<file path="config.mk">
export PLATFORM = sky130hd
export DESIGN_NAME = line_maze_navigation_step
export DESIGN_NICKNAME = d
export VERILOG_FILES = /design/src/rtl/core/lmns_pkg.sv /design/src/rtl/core/line_maze_navigation_step.sv
export SDC_FILE = /design/constraint.sdc
export NUM_CORES = 1
export LEC_CHECK = 0
export BUFFER_PORTS_ARGS = -buffer_cell sky130_fd_sc_hd__buf_2
export CAP_MARGIN = 20
export CORE_UTILIZATION = 44
export DETAILED_ROUTE_END_ITERATION = 10
export SETUP_SLACK_MARGIN = 0.4
export SLEW_MARGIN = 20
export SYNTH_ARGS = -nofsm -noshare
export SYNTH_HDL_FRONTEND = slang
export SYNTH_SLANG_ARGS = --single-unit
</file>
<file path="constraint.sdc">
create_clock -name clk -period 17 [get_ports clk]
set_input_delay 3.4 -clock clk [delete_from_list [all_inputs] [get_ports clk]]
set_output_delay 3.4 -clock clk [all_outputs]
set_load 0.02 [all_outputs]
</file>
<file path="src/rtl/core/lmns_pkg.sv">
// Package: heading, action, situation and request codes plus heading rotation tables.
package lmns_pkg;

  // Absolute headings; an action code reuses the same values as a relative rotation.
  localparam logic [1:0] DIR_UP    = 2'd0;
  localparam logic [1:0] DIR_DOWN  = 2'd1;
  localparam logic [1:0] DIR_LEFT  = 2'd2;
  localparam logic [1:0] DIR_RIGHT = 2'd3;

  localparam logic [1:0] ACT_NONE  = 2'd0;
  localparam logic [1:0] ACT_ABOUT = 2'd1;
  localparam logic [1:0] ACT_LEFT  = 2'd2;
  localparam logic [1:0] ACT_RIGHT = 2'd3;

  localparam logic [1:0] SIT_PLAIN = 2'd0;
  localparam logic [1:0] SIT_CROSS = 2'd1;
  localparam logic [1:0] SIT_TURN  = 2'd2;
  localparam logic [1:0] SIT_DEAD  = 2'd3;

  localparam logic [1:0] REQ_STEP    = 2'd0;
  localparam logic [1:0] REQ_APPEND  = 2'd1;
  localparam logic [1:0] REQ_RESTART = 2'd2;
  localparam logic [1:0] REQ_UNUSED  = 2'd3;

  localparam logic [1:0] CFG_MODE    = 2'd0;
  localparam logic [1:0] CFG_START_X = 2'd1;
  localparam logic [1:0] CFG_START_Y = 2'd2;
  localparam logic [1:0] CFG_FACING  = 2'd3;

  // Sensor bit positions
  localparam int SNS_AHEAD  = 0;
  localparam int SNS_BEHIND = 1;
  localparam int SNS_LEFT   = 2;
  localparam int SNS_RIGHT  = 3;

  localparam logic [1:0] TURN_ABOUT [4] = '{DIR_DOWN, DIR_UP, DIR_RIGHT, DIR_LEFT};
  localparam logic [1:0] TURN_LEFT  [4] = '{DIR_LEFT, DIR_RIGHT, DIR_DOWN, DIR_UP};
  localparam logic [1:0] TURN_RIGHT [4] = '{DIR_RIGHT, DIR_LEFT, DIR_UP, DIR_DOWN};

  function automatic logic [1:0] rotate_heading(input logic [1:0] h, input logic [1:0] act);
    logic [1:0] r;
    case (act)
      ACT_ABOUT: r = TURN_ABOUT[h];
      ACT_LEFT:  r = TURN_LEFT[h];
      ACT_RIGHT: r = TURN_RIGHT[h];
      default:   r = h;
    endcase
    return r;
  endfunction

endpackage

</file>
<file path="src/rtl/core/line_maze_navigation_step.sv">
// Top level: left-hand-rule line maze navigation step with path recorder and replay.
//
// One request enters per cycle: a transfer on the in_ channel is held in an input
// register, and from that register it is classified, the heading rotated, the position
// moved and the path store accessed, all in one pass; its result lands in the output
// register and is offered on out_ from there, so throughput is one request per cycle
// as long as out_tready stays high and the result register drains. When the
// result register is full and not taken, the input register holds its request and
// in_tready drops. Requests are in_tuser = req_type (0 sensor step, 1 append path
// entry, 2 restart); in_tdata carries sensors and path_entry. The path store is a
// PATH_DEPTH x 2 memory with one write and one registered read port; the read port
// keeps the next replay entry prefetched (with write forwarding), so replay also runs
// at one step per cycle. The store is not cleared after reset: only entries below the
// fill count are ever replayed. Configuration registers (0 discovery_mode, 1 start_x,
// 2 start_y, 3 start_facing) are written through cfg_we/cfg_index/cfg_data and must
// only change while no request is in flight.
module line_maze_navigation_step
  import lmns_pkg::*;
#(
  parameter int PATH_DEPTH = 128,
  parameter int COORD_BITS = 8
) (
  input  logic                 clk,
  input  logic                 rst_n,
  // configuration write port
  input  logic                 cfg_we,
  input  logic [1:0]           cfg_index,
  input  logic [7:0]           cfg_data,
  // request channel
  input  logic                 in_tvalid,
  output logic                 in_tready,
  // fields from bit 0: sensors[3:0], path_entry[5:4], zero fill
  input  logic [7:0]           in_tdata,
  // fields from bit 0: req_type[1:0]
  input  logic [1:0]           in_tuser,
  // result channel
  output logic                 out_tvalid,
  input  logic                 out_tready,
  // fields from bit 0: pos_x, pos_y (COORD_BITS each), heading[2], action[2],
  // situation[2], destination[1], path_length[8], path_overflow[1],
  // replay_exhausted[1], zero fill to whole bytes
  output logic [((2*COORD_BITS+17+7)/8)*8-1:0] out_tdata
);

  localparam int OUT_W = ((2*COORD_BITS+17+7)/8)*8;
  localparam int AW    = (PATH_DEPTH > 1) ? $clog2(PATH_DEPTH) : 1;
  localparam int CW    = $clog2(PATH_DEPTH+1);
  localparam logic [CW-1:0] DEPTH_C = CW'(PATH_DEPTH);

  // configuration registers
  logic                  mode_r;
  logic [7:0]            start_x_r, start_y_r;
  logic [1:0]            start_facing_r;

  // navigation state
  logic [COORD_BITS-1:0] x_r, x_nxt, y_r, y_nxt;
  logic [1:0]            hd_r, hd_nxt;
  logic [CW-1:0]         cnt_r, cnt_nxt;
  logic [CW-1:0]         ridx_r, ridx_nxt;
  logic                  ovf_r, ovf_nxt;

  // input register
  logic                  s1_valid_r;
  logic [1:0]            s1_req_r;
  logic [3:0]            s1_sns_r;
  logic [1:0]            s1_entry_r;

  // result register
  logic                  out_valid_r;
  logic [OUT_W-1:0]      out_data_r, out_data_nxt;

  // path store and prefetched replay entry
  logic [1:0]            mem [PATH_DEPTH];
  logic [1:0]            head_r;
  logic                  wr_en;
  logic [AW-1:0]         wr_addr, rd_addr;
  logic [1:0]            wr_data;

  logic                  s1_fire;
  logic [1:0]            act, sit;
  logic                  dest, exh;
  logic                  rec;
  logic [1:0]            rec_code;
  logic [2:0]            active;
  logic                  ahead, behind, lft, rgt;

  // Advance the input register whenever the result register is free or being drained.
  assign s1_fire   = s1_valid_r && (!out_valid_r || out_tready);
  assign in_tready = !s1_valid_r || s1_fire;

  assign ahead  = s1_sns_r[SNS_AHEAD];
  assign behind = s1_sns_r[SNS_BEHIND];
  assign lft    = s1_sns_r[SNS_LEFT];
  assign rgt    = s1_sns_r[SNS_RIGHT];
  assign active = 3'(ahead) + 3'(behind) + 3'(lft) + 3'(rgt);

  always_comb begin
    x_nxt    = x_r;
    y_nxt    = y_r;
    hd_nxt   = hd_r;
    cnt_nxt  = cnt_r;
    ridx_nxt = ridx_r;
    ovf_nxt  = ovf_r;
    act      = ACT_NONE;
    sit      = SIT_PLAIN;
    dest     = 1'b0;
    exh      = 1'b0;
    rec      = 1'b0;
    rec_code = s1_entry_r;
    wr_en    = 1'b0;

    if (s1_fire) begin
      case (s1_req_r)
        REQ_STEP: begin
          dest = (active == 3'd4);
          if (active >= 3'd3) begin
            sit = SIT_CROSS;
            if (mode_r) begin
              // left-hand rule: left, else straight, else right
              if (lft)        act = ACT_LEFT;
              else if (ahead) act = ACT_NONE;
              else if (rgt)   act = ACT_RIGHT;
              rec      = 1'b1;
              rec_code = act;
            end else if (ridx_r < cnt_r) begin
              act      = head_r;
              ridx_nxt = ridx_r + CW'(1);
            end else begin
              exh = 1'b1;
            end
          end else if (behind && !ahead && (lft || rgt)) begin
            sit = SIT_TURN;
            act = lft ? ACT_LEFT : ACT_RIGHT;
          end else if (behind && !ahead) begin
            sit      = SIT_DEAD;
            act      = ACT_ABOUT;
            rec      = mode_r;
            rec_code = ACT_ABOUT;
          end
          hd_nxt = rotate_heading(hd_r, act);
          case (hd_nxt)
            DIR_UP:   y_nxt = y_r - COORD_BITS'(1);
            DIR_DOWN: y_nxt = y_r + COORD_BITS'(1);
            DIR_LEFT: x_nxt = x_r - COORD_BITS'(1);
            default:  x_nxt = x_r + COORD_BITS'(1);
          endcase
        end
        REQ_APPEND: begin
          rec = 1'b1;
        end
        REQ_RESTART: begin
          x_nxt    = COORD_BITS'(start_x_r);
          y_nxt    = COORD_BITS'(start_y_r);
          hd_nxt   = start_facing_r;
          ridx_nxt = '0;
          if (mode_r) begin
            cnt_nxt = '0;
            ovf_nxt = 1'b0;
          end
        end
        default: ;
      endcase

      // Drop the record and flag overflow once the store is full.
      if (rec) begin
        if (cnt_r < DEPTH_C) begin
          wr_en   = 1'b1;
          cnt_nxt = cnt_r + CW'(1);
        end else begin
          ovf_nxt = 1'b1;
        end
      end
    end

    out_data_nxt = OUT_W'({exh, ovf_nxt, 8'(cnt_nxt), dest, sit, act, hd_nxt, y_nxt, x_nxt});
  end

  assign wr_addr = cnt_r[AW-1:0];
  assign wr_data = rec_code;
  // Prefetch the entry the next replay intersection will use.
  assign rd_addr = ridx_nxt[AW-1:0];

  always_ff @(posedge clk) begin
    if (wr_en) mem[wr_addr] <= wr_data;
    if (wr_en && wr_addr == rd_addr) head_r <= wr_data;
    else                             head_r <= mem[rd_addr];
  end

  always_ff @(posedge clk) begin
    if (!rst_n) begin
      mode_r         <= 1'b1;
      start_x_r      <= '0;
      start_y_r      <= '0;
      start_facing_r <= DIR_RIGHT;
    end else if (cfg_we) begin
      case (cfg_index)
        CFG_MODE:    mode_r         <= cfg_data[0];
        CFG_START_X: start_x_r      <= cfg_data;
        CFG_START_Y: start_y_r      <= cfg_data;
        CFG_FACING:  start_facing_r <= cfg_data[1:0];
        default: ;
      endcase
    end
  end

  always_ff @(posedge clk) begin
    if (!rst_n) begin
      x_r    <= '0;
      y_r    <= '0;
      hd_r   <= DIR_RIGHT;
      cnt_r  <= '0;
      ridx_r <= '0;
      ovf_r  <= 1'b0;
    end else begin
      x_r    <= x_nxt;
      y_r    <= y_nxt;
      hd_r   <= hd_nxt;
      cnt_r  <= cnt_nxt;
      ridx_r <= ridx_nxt;
      ovf_r  <= ovf_nxt;
    end
  end

  // Input register: load on every transfer, hold while stalled.
  always_ff @(posedge clk) begin
    if (!rst_n) begin
      s1_valid_r <= 1'b0;
    end else if (in_tready) begin
      s1_valid_r <= in_tvalid;
    end
  end

  always_ff @(posedge clk) begin
    if (in_tvalid && in_tready) begin
      s1_req_r   <= in_tuser;
      s1_sns_r   <= in_tdata[3:0];
      s1_entry_r <= in_tdata[5:4];
    end
  end

  // Result register: fill on fire, drain on transfer.
  always_ff @(posedge clk) begin
    if (!rst_n) begin
      out_valid_r <= 1'b0;
    end else if (s1_fire) begin
      out_valid_r <= 1'b1;
    end else if (out_tready) begin
      out_valid_r <= 1'b0;
    end
  end

  always_ff @(posedge clk) begin
    if (s1_fire) out_data_r <= out_data_nxt;
  end

  assign out_tvalid = out_valid_r;
  assign out_tdata  = out_data_r;

  a_cnt_bound: assert property (@(posedge clk) disable iff (!rst_n)
    cnt_r <= DEPTH_C)
    else $error("path store fill count beyond depth");

  a_ridx_bound: assert property (@(posedge clk) disable iff (!rst_n)
    ridx_r <= cnt_r)
    else $error("replay index passed fill count");

  a_ovf_full: assert property (@(posedge clk) disable iff (!rst_n)
    ovf_r |-> (cnt_r == DEPTH_C))
    else $error("overflow flagged while store not full");

  a_stall_cause: assert property (@(posedge clk) disable iff (!rst_n)
    !in_tready |-> (s1_valid_r && out_valid_r && !out_tready))
    else $error("input stalled without a blocked result");

  a_fire_fills: assert property (@(posedge clk) disable iff (!rst_n)
    s1_fire |=> out_valid_r)
    else $error("result lost after fire");

endmodule

</file>
==> metrics.txt, run 1 <==
mux cell area share after synthesis=0.117; gp weighted congestion=just under 0.8; library cells used by synthesis=67; TritonCTS Sinks=between 300 and 400; Psw=between 400 and 500 uW; number of hold-repair buffers added at the cts stage=0; largest family of logic cells by synthesized area=multiplexers; Remaining Overflow, GRT=0; summed instance area of the synthesized netlist=15800 sq um; Post-CTS Setup Bufs=0; Peak Freq=~140 MHz; xor/xnor cell area share of the yosys netlist=0.0121; Skew-Pair Late Insertion Delay=between 0.5 and 0.6 ns; all-layer global routing usage=0.203; number of antenna repair diodes=0; relative contribution of the clock network to total power=0.420; fillcell total=roughly 3k; Hold/Removal Path Class=reg -> reg; endpoints failing hold=0; dominant synthesized flop cell=edfxtp_1; Max clock buf depth=3; length of the first detailed-routing pass in iterations=5; post-layout net count=1240; mean post-synth cell area=approximately 14 sq um; area of the die=approximately 37000 sq um; pin count of the biggest net entering global routing=approximately 110; unrepaired setup endpoints after global routing=no; die extent in x=191 microns; time the worst path needs with I/O delays and setup=~7.4 ns; adder-cell area share of the yosys netlist=0.0245; #FFs+latches synth=360; CTS-repair resized insts=0; initial cell density of the core=0.452; Worst IR Drop VDD=approximately 0.063 mV; category of cells accounting for the largest share of critical-path delay=simple AND/OR/NAND/NOR gates; Final Hold Slack=a little under 0.5 ns; Internal=approximately 1.5 mW; slew at the pin closest to its max-slew limit=about 1.1 ns; Clk pin slew, worst setup/hold paths=roughly 0.060 ns; class of the most critical setup path=in -> out; sequential-to-total area share from yosys stat=0.646; YS warnings=0; EDFF count, synth=approximately 300; synthesized-area fraction occupied by and/or/nand/nor cells=0.0994; wire length of the first global-routing pass=approximately 56000 microns; count of standard-cell rows=between 60 and 70; Leakage Power=6.02 nW; Crit-path slowest cell=nor2b_1; initial drt markers=just under 800; number of global-route vias before repair=9474; final count of pins violating max slew=0; proportion of total power due to net switching=0.231; number of buffer and inverter stages on the critical path=2; detail-routed net length per standard cell=about 22 microns; antenna violations before repair=0; cells along the critical path=buf_2, nor2b_1, nand2_1, buf_2; clock root buffer=clkbuf_16; final sum of negative setup slack=0 ns; final count of negative-setup-slack endpoints=0; share of async-settable or async-resettable flops after synthesis=0; cell count after synthesis=around 1.1k; via count=~9.5k; growth of design area from synthesis to finish=12.1%; number of violations of the max-capacitance limit=0; CP Data Arrival Time=a little under 4 ns; Power per Cell Area=around 110 nW/um^2; area after detailed placement=about 16000 sq um; CTS tree=built; post-route fraction of the period consumed by the critical path=0.433; chip height=191 microns; sequential share of power=0.508; number of vias per cell after detailed routing=between 5 and 6; data required time of the worst path=~14 ns; post-detailed-routing wire length=36200 microns; highest net fanout along the worst path=4; CP peak stage delay=roughly 0.20 ns; count of input and output buffers=57; combinational power share=0.072; most frequent cell on the critical path=buf_2; Compound-Gate Fraction of Synth Area=0.0693; number of buffers created by CTS=39; final std cell area, no fill=roughly 18000 sq um; post-DP HPWL=between 20000 and 25000 microns; kind of end point of the critical path=primary output; result of the run=finished, final reports clean; headroom to the max-slew limit=0.254; post-route clock skew=between 0.02 and 0.03 ns; Ports=67; H-tree Lvls=2; final antenna-violating net count=0; Critical Path Start Type=primary input; core box area=approximately 35000 sq um; Residual DRC=0; final standard cell utilization of the core=0.506; proportion of layout cells with a drive suffix above 1=0.170
[per-layer routing]
metal  routed length, microns  up-vias  track usage
li1                         -     4379            -
met1                    16700     4815        0.289
met2                    16900      272        0.320
met3                     1600       71       0.0296
met4                      972        0       0.0650
met5                        0        -            0
[worst min-delay path, cell delays in order, from the launching register on]
cell and delay [ns]:
dfxtp_1 0.33, mux2i_1 0.07, nand2_1 0.06
[logic make-up (layout without fill, tap and decap cells)]
group / count (synthesis) / count (layout)
other: 1 / 7
muxes: 110 / 110
buffers and inverters: 102 / 179
xor gates and xnor gates: 20 / 20
and+or+nand+nor: 355 / 355
DFF: 360 / 360
AOI/OAI and AO/OA: 156 / 156
adders and majority gates: 29 / 29
[placed cells by master, fill, tap and decap left out, drive strengths merged, types with 21 or more instances in the layout]
master	instances
a21oi	31
and2	21
buf	72
clkbuf	57
dfxtp	63
edfxtp	297
ha	26
inv	35
mux2i	48
mux4	59
nand2	55
nand3	22
nor2	196
o21ai	30
[state kept, by name, indices dropped and copies added, names as in the netlist, named ones only]
name,flops
ovf_r,1
hd_r,2
mode_r,1
y_r,8
start_facing_r,2
ridx_r,8
s1_sns_r,4
mem,256
x_r,8
out_tdata,33
s1_req_r,2
start_y_r,8
start_x_r,8
s1_entry_r,2
cnt_r,8
s1_valid_r,1
out_tvalid,1
[synth_stat cells (3+ instances only)]
cell type,n,share of area
edfxtp_1,297,0.57
nor2_1,196,0.047
dfxtp_1,63,0.080
mux4_2,59,0.084
nand2_1,55,0.013
mux2i_1,48,0.031
clkbuf_1,36,0.0086
inv_1,34,0.0081
a21oi_1,31,0.0098
ha_1,26,0.021
o21ai_0,25,0.0079
nand3_1,22,0.0070
and2_1,20,0.0079
nor3_1,14,0.0044
o22ai_1,13,0.0052
a22oi_1,12,0.0057
buf_4,12,0.0057
xnor2_1,12,0.0067
a31oi_1,11,0.0044
buf_2,10,0.0032
nand4_1,10,0.0040
nor2b_1,10,0.0040
a21o_1,9,0.0043
nand2b_1,8,0.0032
buf_6,7,0.0050
a22o_1,6,0.0033
xor2_1,6,0.0033
and3_1,5,0.0020
o21ai_1,5,0.0016
o21bai_1,5,0.0024
o2111ai_1,4,0.0022
o211a_1,4,0.0025
o211ai_1,4,0.0019
a221oi_1,3,0.0017
fa_1,3,0.0038
mux2_2,3,0.0021
nand3b_1,3,0.0014
nor4_1,3,0.0012
o21a_1,3,0.0014
o22a_1,3,0.0017
[final timing paths]
path | startpoint | end | slack, ns | depth (start not counted)
worst max register to register | register | out_tdata[7] | 9.96 | 20
worst min register to register | start_facing_r[0] | start_facing_r[0] | 0.48 | 2
worst max-delay path | out_tready | in_tready | 9.65 | 4
worst min-delay path | start_facing_r[0] | start_facing_r[0] | 0.48 | 2
[metrics by stage]
| stage | setup slack [ns] | cells | total power [mW] |
|---|---|---|---|
| 3_5_place_dp | 9.65 | 1599 | 1.13 |
| 3_3_place_gp | 9.65 | 1599 | 1.13 |
| 6_report | 9.65 | 1671 | 1.92 |
| 2_1_floorplan | 3.41 | 1139 | 1.10 |
| 4_1_cts | 9.65 | 1670 | 1.93 |
| 5_1_grt | 9.31 | 1671 | 1.98 |
[power by group through the flow]
| stage | registers [mW] | clock network (mW) | logic [mW] |
|---|---|---|---|
| floorplan | 1.00 | 0 | 0.0952 |
| global placement | 0.992 | 0 | 0.134 |
| detailed placement | 0.992 | 0 | 0.136 |
| CTS | 0.974 | 0.817 | 0.137 |
| global route | 0.974 | 0.850 | 0.153 |
| finish | 0.974 | 0.804 | 0.138 |
[cell type report]
cell class              instances  area [sq um]  share of cell area
well taps                     455           569              0.0322
flip-flops and latches        360         10200               0.577
repair buffers                 72           418              0.0237
multi-input cells             677          5120               0.290
clock inverters                14           114             0.00645
clock buffers                  57          1110              0.0631
inverters                      36           135             0.00765
No activity file was read; power rests on OpenSTA's default activity.
==> run 2, diff against run 1 <==
- clock period: 17 -> 7.6 ns (I/O delays scaled with it)
==> run 2 against run 1 <==
Clock skew down 0.0014 ns; clock-buffer cell count down 2; worst setup slack worse by 8.7 ns; sequential cell count unchanged; clock power up 140%; design area up 0.59%.
==> metrics.txt, run 2 (synthesis gave the netlist of run 1 again) <==
number of buffers created by CTS=39; via count=approximately 9.5k; launch point of the worst path=s1_sns_r[0]; result of the run=finished, final reports clean; growth of design area from synthesis to finish=12.8%; highest net fanout along the worst path=12; final standard cell utilization of the core=0.509; wire length of the first global-routing pass=between 50000 and 60000 microns; data required time of the worst path=8.02 ns; max reg flops=256; post-route fraction of the period consumed by the critical path=0.878; final count of pins violating max slew=0; post-placement worst setup slack=slightly below 0.9 ns; core box area=around 35000 sq um; category of cells accounting for the largest share of critical-path delay=compound AO/OA/AOI/OAI gates; gp weighted congestion=between 0.7 and 0.8; Total Power=4.39 mW; class of the most critical setup path=reg -> reg; detail-routed net length per standard cell=21.9 microns; post-route clock skew=~0.025 ns; proportion of layout cells with a drive suffix above 1=0.171; kind of end point of the critical path=register; clock root buffer=clkbuf_16; most frequent cell on the critical path=a21oi_1; internal reg-to-reg setup slack=between 0.9 and 1 ns; unrepaired setup endpoints after global routing=no; post-detailed-routing wire length=between 30000 and 40000 microns; final count of negative-setup-slack endpoints=0; routed wl met3=between 1500 and 2000 microns; all-layer global routing usage=0.205; number of antenna repair diodes=0; number of violations of the max-capacitance limit=0; number of global-route vias before repair=9540; endpoint of the most critical setup path=x_r[7]; r2r startpoint=s1_sns_r[0]; area after detailed placement=approximately 16000 sq um; Critical Path Start Type=register; wire length on met1=~17000 microns; final antenna-violating net count=0; uppermost metal layer occupied by signal nets=met4; endpoints failing hold=0; die extent in x=191 microns; count of standard-cell rows=68; headroom to the max-slew limit=0.266; CTS tree=built; Hold/Removal Path Class=reg -> reg; hold path start=start_facing_r[0]; slew at the pin closest to its max-slew limit=around 1.1 ns; pin count of the biggest net entering global routing=80; post-DP HPWL=22400 microns; area of the die=approximately 37000 sq um; most flop-heavy register=mem; initial cell density of the core=0.452; cells along the critical path=inv_1, fa_1, inv_1, ha_1, ha_1, a21oi_1, a2111oi_2, o211a_1, a311oi_4, xnor2_2, nor2_1, ha_1, a21o_1, a21oi_1, o21bai_1, a21oi_1, o21bai_1, a21oi_1, and3_1, nor4_1, or4b_1, a31oi_1; Skew-Pair Late Insertion Delay=0.55 ns; most frequent cells in the layout=edfxtp_1 (297), nor2_1 (195), dfxtp_1 (61), mux4_2 (59), buf_2 (57); Clk pin slew, worst setup/hold paths=0.06 ns; length of the first detailed-routing pass in iterations=7; CP peak stage delay=between 0.7 and 0.8 ns; number of hold-repair buffers added at the cts stage=0; post-layout net count=approximately 1.2k; antenna violations before repair=0; worst setup margin=~0.93 ns; count of input and output buffers=57; time the worst path needs with I/O delays and setup=about 6.7 ns; initial drt markers=approximately 880; fillcell total=3025; Max clock buf depth=3; Worst IR Drop VDD=~0.19 mV; Power per Cell Area=approximately 250 nW/um^2; number of stages on the worst setup path=22; final sum of negative setup slack=0 ns; CP Data Arrival Time=between 7 and 8 ns; Ports=67; H-tree Lvls=2; Peak Freq=about 150 MHz; routed length on met2=17400 microns; number of vias per cell after detailed routing=5.65; final std cell area, no fill=17800 sq um; leading cell type in the layout, fill and taps excluded=edfxtp_1; Leakage Power=6.07 nW; worst reg2reg endpoint=x_r[7]; Remaining Overflow, GRT=0; chip height=191 microns; TritonCTS Sinks=360; number of buffer and inverter stages on the critical path=2; Crit-path slowest cell=a311oi_4; number of cells on the worst reg-to-reg path=22; Residual DRC=0
## run 2: stage by stage
stage	hold slack, ns	std cells
finish	0.491	1674
CTS	0.491	1673
floorplan	0.444	1139
global placement	0.456	1602
global route	0.535	1674
detailed placement	0.477	1602
## run 2: repair_timing
item / 4_1_cts / 5_1_grt
resized for setup: 0 / 0
buffers inserted: 0 / 1
endpoints found under the setup margin: 0 / 2
## run 2: worst min-delay path by stage
stage | end | slack (ns) | cells after the start
after floorplan | start_facing_r[0] | 0.44 | 2
after global placement | start_facing_r[1] | 0.46 | 2
after detailed placement | start_facing_r[0] | 0.48 | 2
after CTS | start_facing_r[0] | 0.49 | 2
after global routing | start_facing_r[1] | 0.54 | 2
final | start_facing_r[0] | 0.49 | 2
## run 2: worst reg2reg max path: cells and delay by family (launching register included)
| family | cells | cell delay (ns) |
|---|---|---|
| buffers and inverters | 2 | 0.13 |
| DFF | 1 | 0.36 |
| AOI/OAI and AO/OA | 11 | 3.00 |
| adders and majority gates | 4 | 1.37 |
| and+or+nand+nor | 4 | 1.33 |
| xor gates and xnor gates | 1 | 0.39 |
## run 2: final cells by class
type,instances,area (sq um),share of cell area
Multi-Input combinational cell,677,5140,0.289
Timing Repair Buffer,75,445,0.0251
Tap cell,455,569,0.0320
Inverter,36,135,0.00761
Clock buffer,55,1100,0.0618
Clock inverter,16,190,0.0107
Sequential cell,360,10200,0.573
## run 2: metal layers
| layer | global-route usage | vias up |
|---|---|---|
| li1 | - | 4384 |
| met2 | 0.328 | 246 |
| met5 | 0 | - |
| met4 | 0.0604 | 0 |
| met3 | 0.0319 | 55 |
| met1 | 0.290 | 4780 |
## run 2: where the power goes
part | internal, mW | leakage, nW | switching, mW
combinational | 0.103 | 2.23 | 0.201
sequential | 2.17 | 3.20 | 0.0141
clock | 1.14 | 0.632 | 0.766
==> run 3, diff against run 2 <==
- ABC_AREA: unset -> 1
==> run 3 against run 2 <==
Fmax rose by 4.6%; highest routed layer unchanged; critical endpoint is now out_tdata[15]; clock skew rose by 0.0040 ns; sequential share of layout area fell by 0.36 points; combinational power fell by 8.9%; largest power group unchanged.
==> metrics.txt, run 3 <==
result of the run=finished, final reports clean; leading cell type in the layout, fill and taps excluded=nand2_1; largest cells by area after synthesis=edfxtp_1 (55%), nand2_1 (9.6%), dfxtp_1 (7.8%); final count of pins violating max slew=0; fillcell total=between 3k and 4k; initial cell density of the core=0.450; all-layer global routing usage=0.206; Peak Freq=approximately 160 MHz; max reg flops=approximately 260; count of standard-cell rows=~70; pin count of the biggest net entering global routing=101; cell count after synthesis=~1.6k; Remaining Overflow, GRT=0; most frequent cells in the layout=nand2_1 (409), edfxtp_1 (297), nand3_1 (239), nor2_1 (200), inv_1 (80); highest net fanout along the worst path=66; CTS tree=built; proportion of layout cells with a drive suffix above 1=0.0910; hold path start=start_y_r[0]; #FFs+latches synth=between 300 and 400; die extent in x=approximately 190 microns; number of antenna repair diodes=0; chip height=193 microns; area of the die=between 30000 and 40000 sq um; Power per Cell Area=roughly 240 nW/um^2; mean post-synth cell area=10.1 sq um; wire length on met1=between 15000 and 20000 microns; headroom to the max-slew limit=0.259; YS warnings=0; clock root buffer=clkbuf_16; H-tree Lvls=2; core box area=around 36000 sq um; category of cells accounting for the largest share of critical-path delay=simple AND/OR/NAND/NOR gates; Worst IR Drop VDD=~0.23 mV; number of violations of the max-capacitance limit=0; class of the most critical setup path=reg -> reg; number of buffer and inverter stages on the critical path=7; post-DP HPWL=approximately 23000 microns; wire length of the first global-routing pass=between 50000 and 60000 microns; post-layout net count=1697; final antenna-violating net count=0; post-route fraction of the period consumed by the critical path=0.839; Leakage Power=between 6 and 7 nW; unrepaired setup endpoints after global routing=no; Hold/Removal Path Class=reg -> reg; final count of negative-setup-slack endpoints=0; Clk pin slew, worst setup/hold paths=roughly 0.07 ns; Total Power=4.33 mW; number of global-route vias before repair=between 10k and 15k; library cells used by synthesis=43; Skew-Pair Late Insertion Delay=~0.55 ns; share of async-settable or async-resettable flops after synthesis=0; detail-routed net length per standard cell=~18 microns; growth of design area from synthesis to finish=11.0%; TritonCTS Sinks=between 300 and 400; CTS-repair resized insts=0; length of the first detailed-routing pass in iterations=9; Residual DRC=0; most flop-heavy register=mem; endpoints failing hold=0; post-route clock skew=between 0.02 and 0.03 ns; uppermost metal layer occupied by signal nets=met4; summed instance area of the synthesized netlist=16100 sq um; CP Data Arrival Time=6.66 ns; Ports=67; Crit-path slowest cell=clkinv_2; Critical Path Start Type=register; final sum of negative setup slack=0 ns; top-area cell type share of the netlist area=0.554; gp weighted congestion=0.834; number of buffers created by CTS=38; CP peak stage delay=0.78 ns; antenna violations before repair=0; sequential-to-total area share from yosys stat=0.632; most frequent cell on the critical path=nor2_1; slew at the pin closest to its max-slew limit=about 1.1 ns; cell types with the highest counts after synthesis=nand2_1 (410), edfxtp_1 (297), nand3_1 (239), nor2_1 (201), inv_1 (81); kind of end point of the critical path=register; Post-CTS Setup Bufs=0; data required time of the worst path=7.89 ns; number of hold-repair buffers added at the cts stage=0; EDFF count, synth=around 300; post-synthesis cell type with the largest combined area=edfxtp_1; number of vias per cell after detailed routing=around 5.4; routed wl met3=between 2000 and 2500 microns; most used standard cell by instance count after synthesis=nand2_1; dominant synthesized flop cell=edfxtp_1; count of input and output buffers=57; post-detailed-routing wire length=slightly below 40000 microns; routed length on met2=18000 microns; via count=around 11k; Max clock buf depth=3; time the worst path needs with I/O delays and setup=6.38 ns; initial drt markers=roughly 950
run 3: cell types whose count changed after synthesis, sizes merged, moves of 13 or more:
cell	delta
nand2	+357
nand3	+217
mux4	-59
inv	+53
mux2i	-48
a21oi	+31
buf	+26
and2	-15
o22ai	-13
run 3: cells by family (layout without fill, tap and decap cells):
logic type / Yosys count / count (layout) / share of synthesized area
xor gates and xnor gates: 10 / 10 / 0.00544
buffers and inverters: 170 / 233 / 0.0544
DFF: 360 / 360 / 0.632
adders and majority gates: 29 / 29 / 0.0239
AOI/OAI and AO/OA: 138 / 138 / 0.0508
other: 1 / 7 / 0.000233
and+or+nand+nor: 893 / 893 / 0.233
run 3: worst paths after layout:
check | endpoint | slack (ns) | cells past startpoint
hold reg to reg | start_y_r[0] | 0.45 | 2
hold / removal | start_y_r[0] | 0.45 | 2
setup / recovery | out_tdata[15] | 1.22 | 33
setup reg to reg | out_tdata[15] | 1.22 | 33
run 3: final cells by class:
type,count,area (sq um),share of cell area
multi-input cells,1077,5080,0.284
clock inverters,16,200,0.0112
flip-flops and latches,360,10200,0.570
clock buffers,51,1050,0.0588
well taps,461,577,0.0323
repair buffers,76,440,0.0246
inverters,90,339,0.0190
run 3: per-stage QoR:
stage	cells	utilization	setup WS (ns)	hold WS, ns	area [sq um]
after floorplan	1607	-	2.84	0.423	16100
after CTS	2131	0.500	1.25	0.446	17900
after global routing	2131	0.500	0.621	0.471	17900
after global placement	2064	0.465	1.36	0.437	16600
final	2131	0.500	1.22	0.446	17900
after detailed placement	2064	0.465	1.29	0.437	16600
run 3: report_power, final:
part	internal (mW)	leakage [nW]	total [mW]	switching [mW]
registers	2.18	3.21	2.19	0.0132
logic	0.0766	2.82	0.277	0.200
clock network	1.11	0.611	1.86	0.750
run 3: worst register-to-register path, delay by kind of cell (launching register included):
family                   cells  cell delay [ns]
AND/OR/NAND/NOR             22             2.54
buffers and inverters        7             1.93
AO/OA/AOI/OAI                3             0.74
flip-flops                   1             0.55
adder cells (fa/ha/maj)      1             0.36
run 3: routing by layer:
layer	up-vias	global-route usage
met3	67	0.0354
met2	330	0.346
met4	0	0.0572
li1	5581	-
met1	5429	0.275
met5	-	0
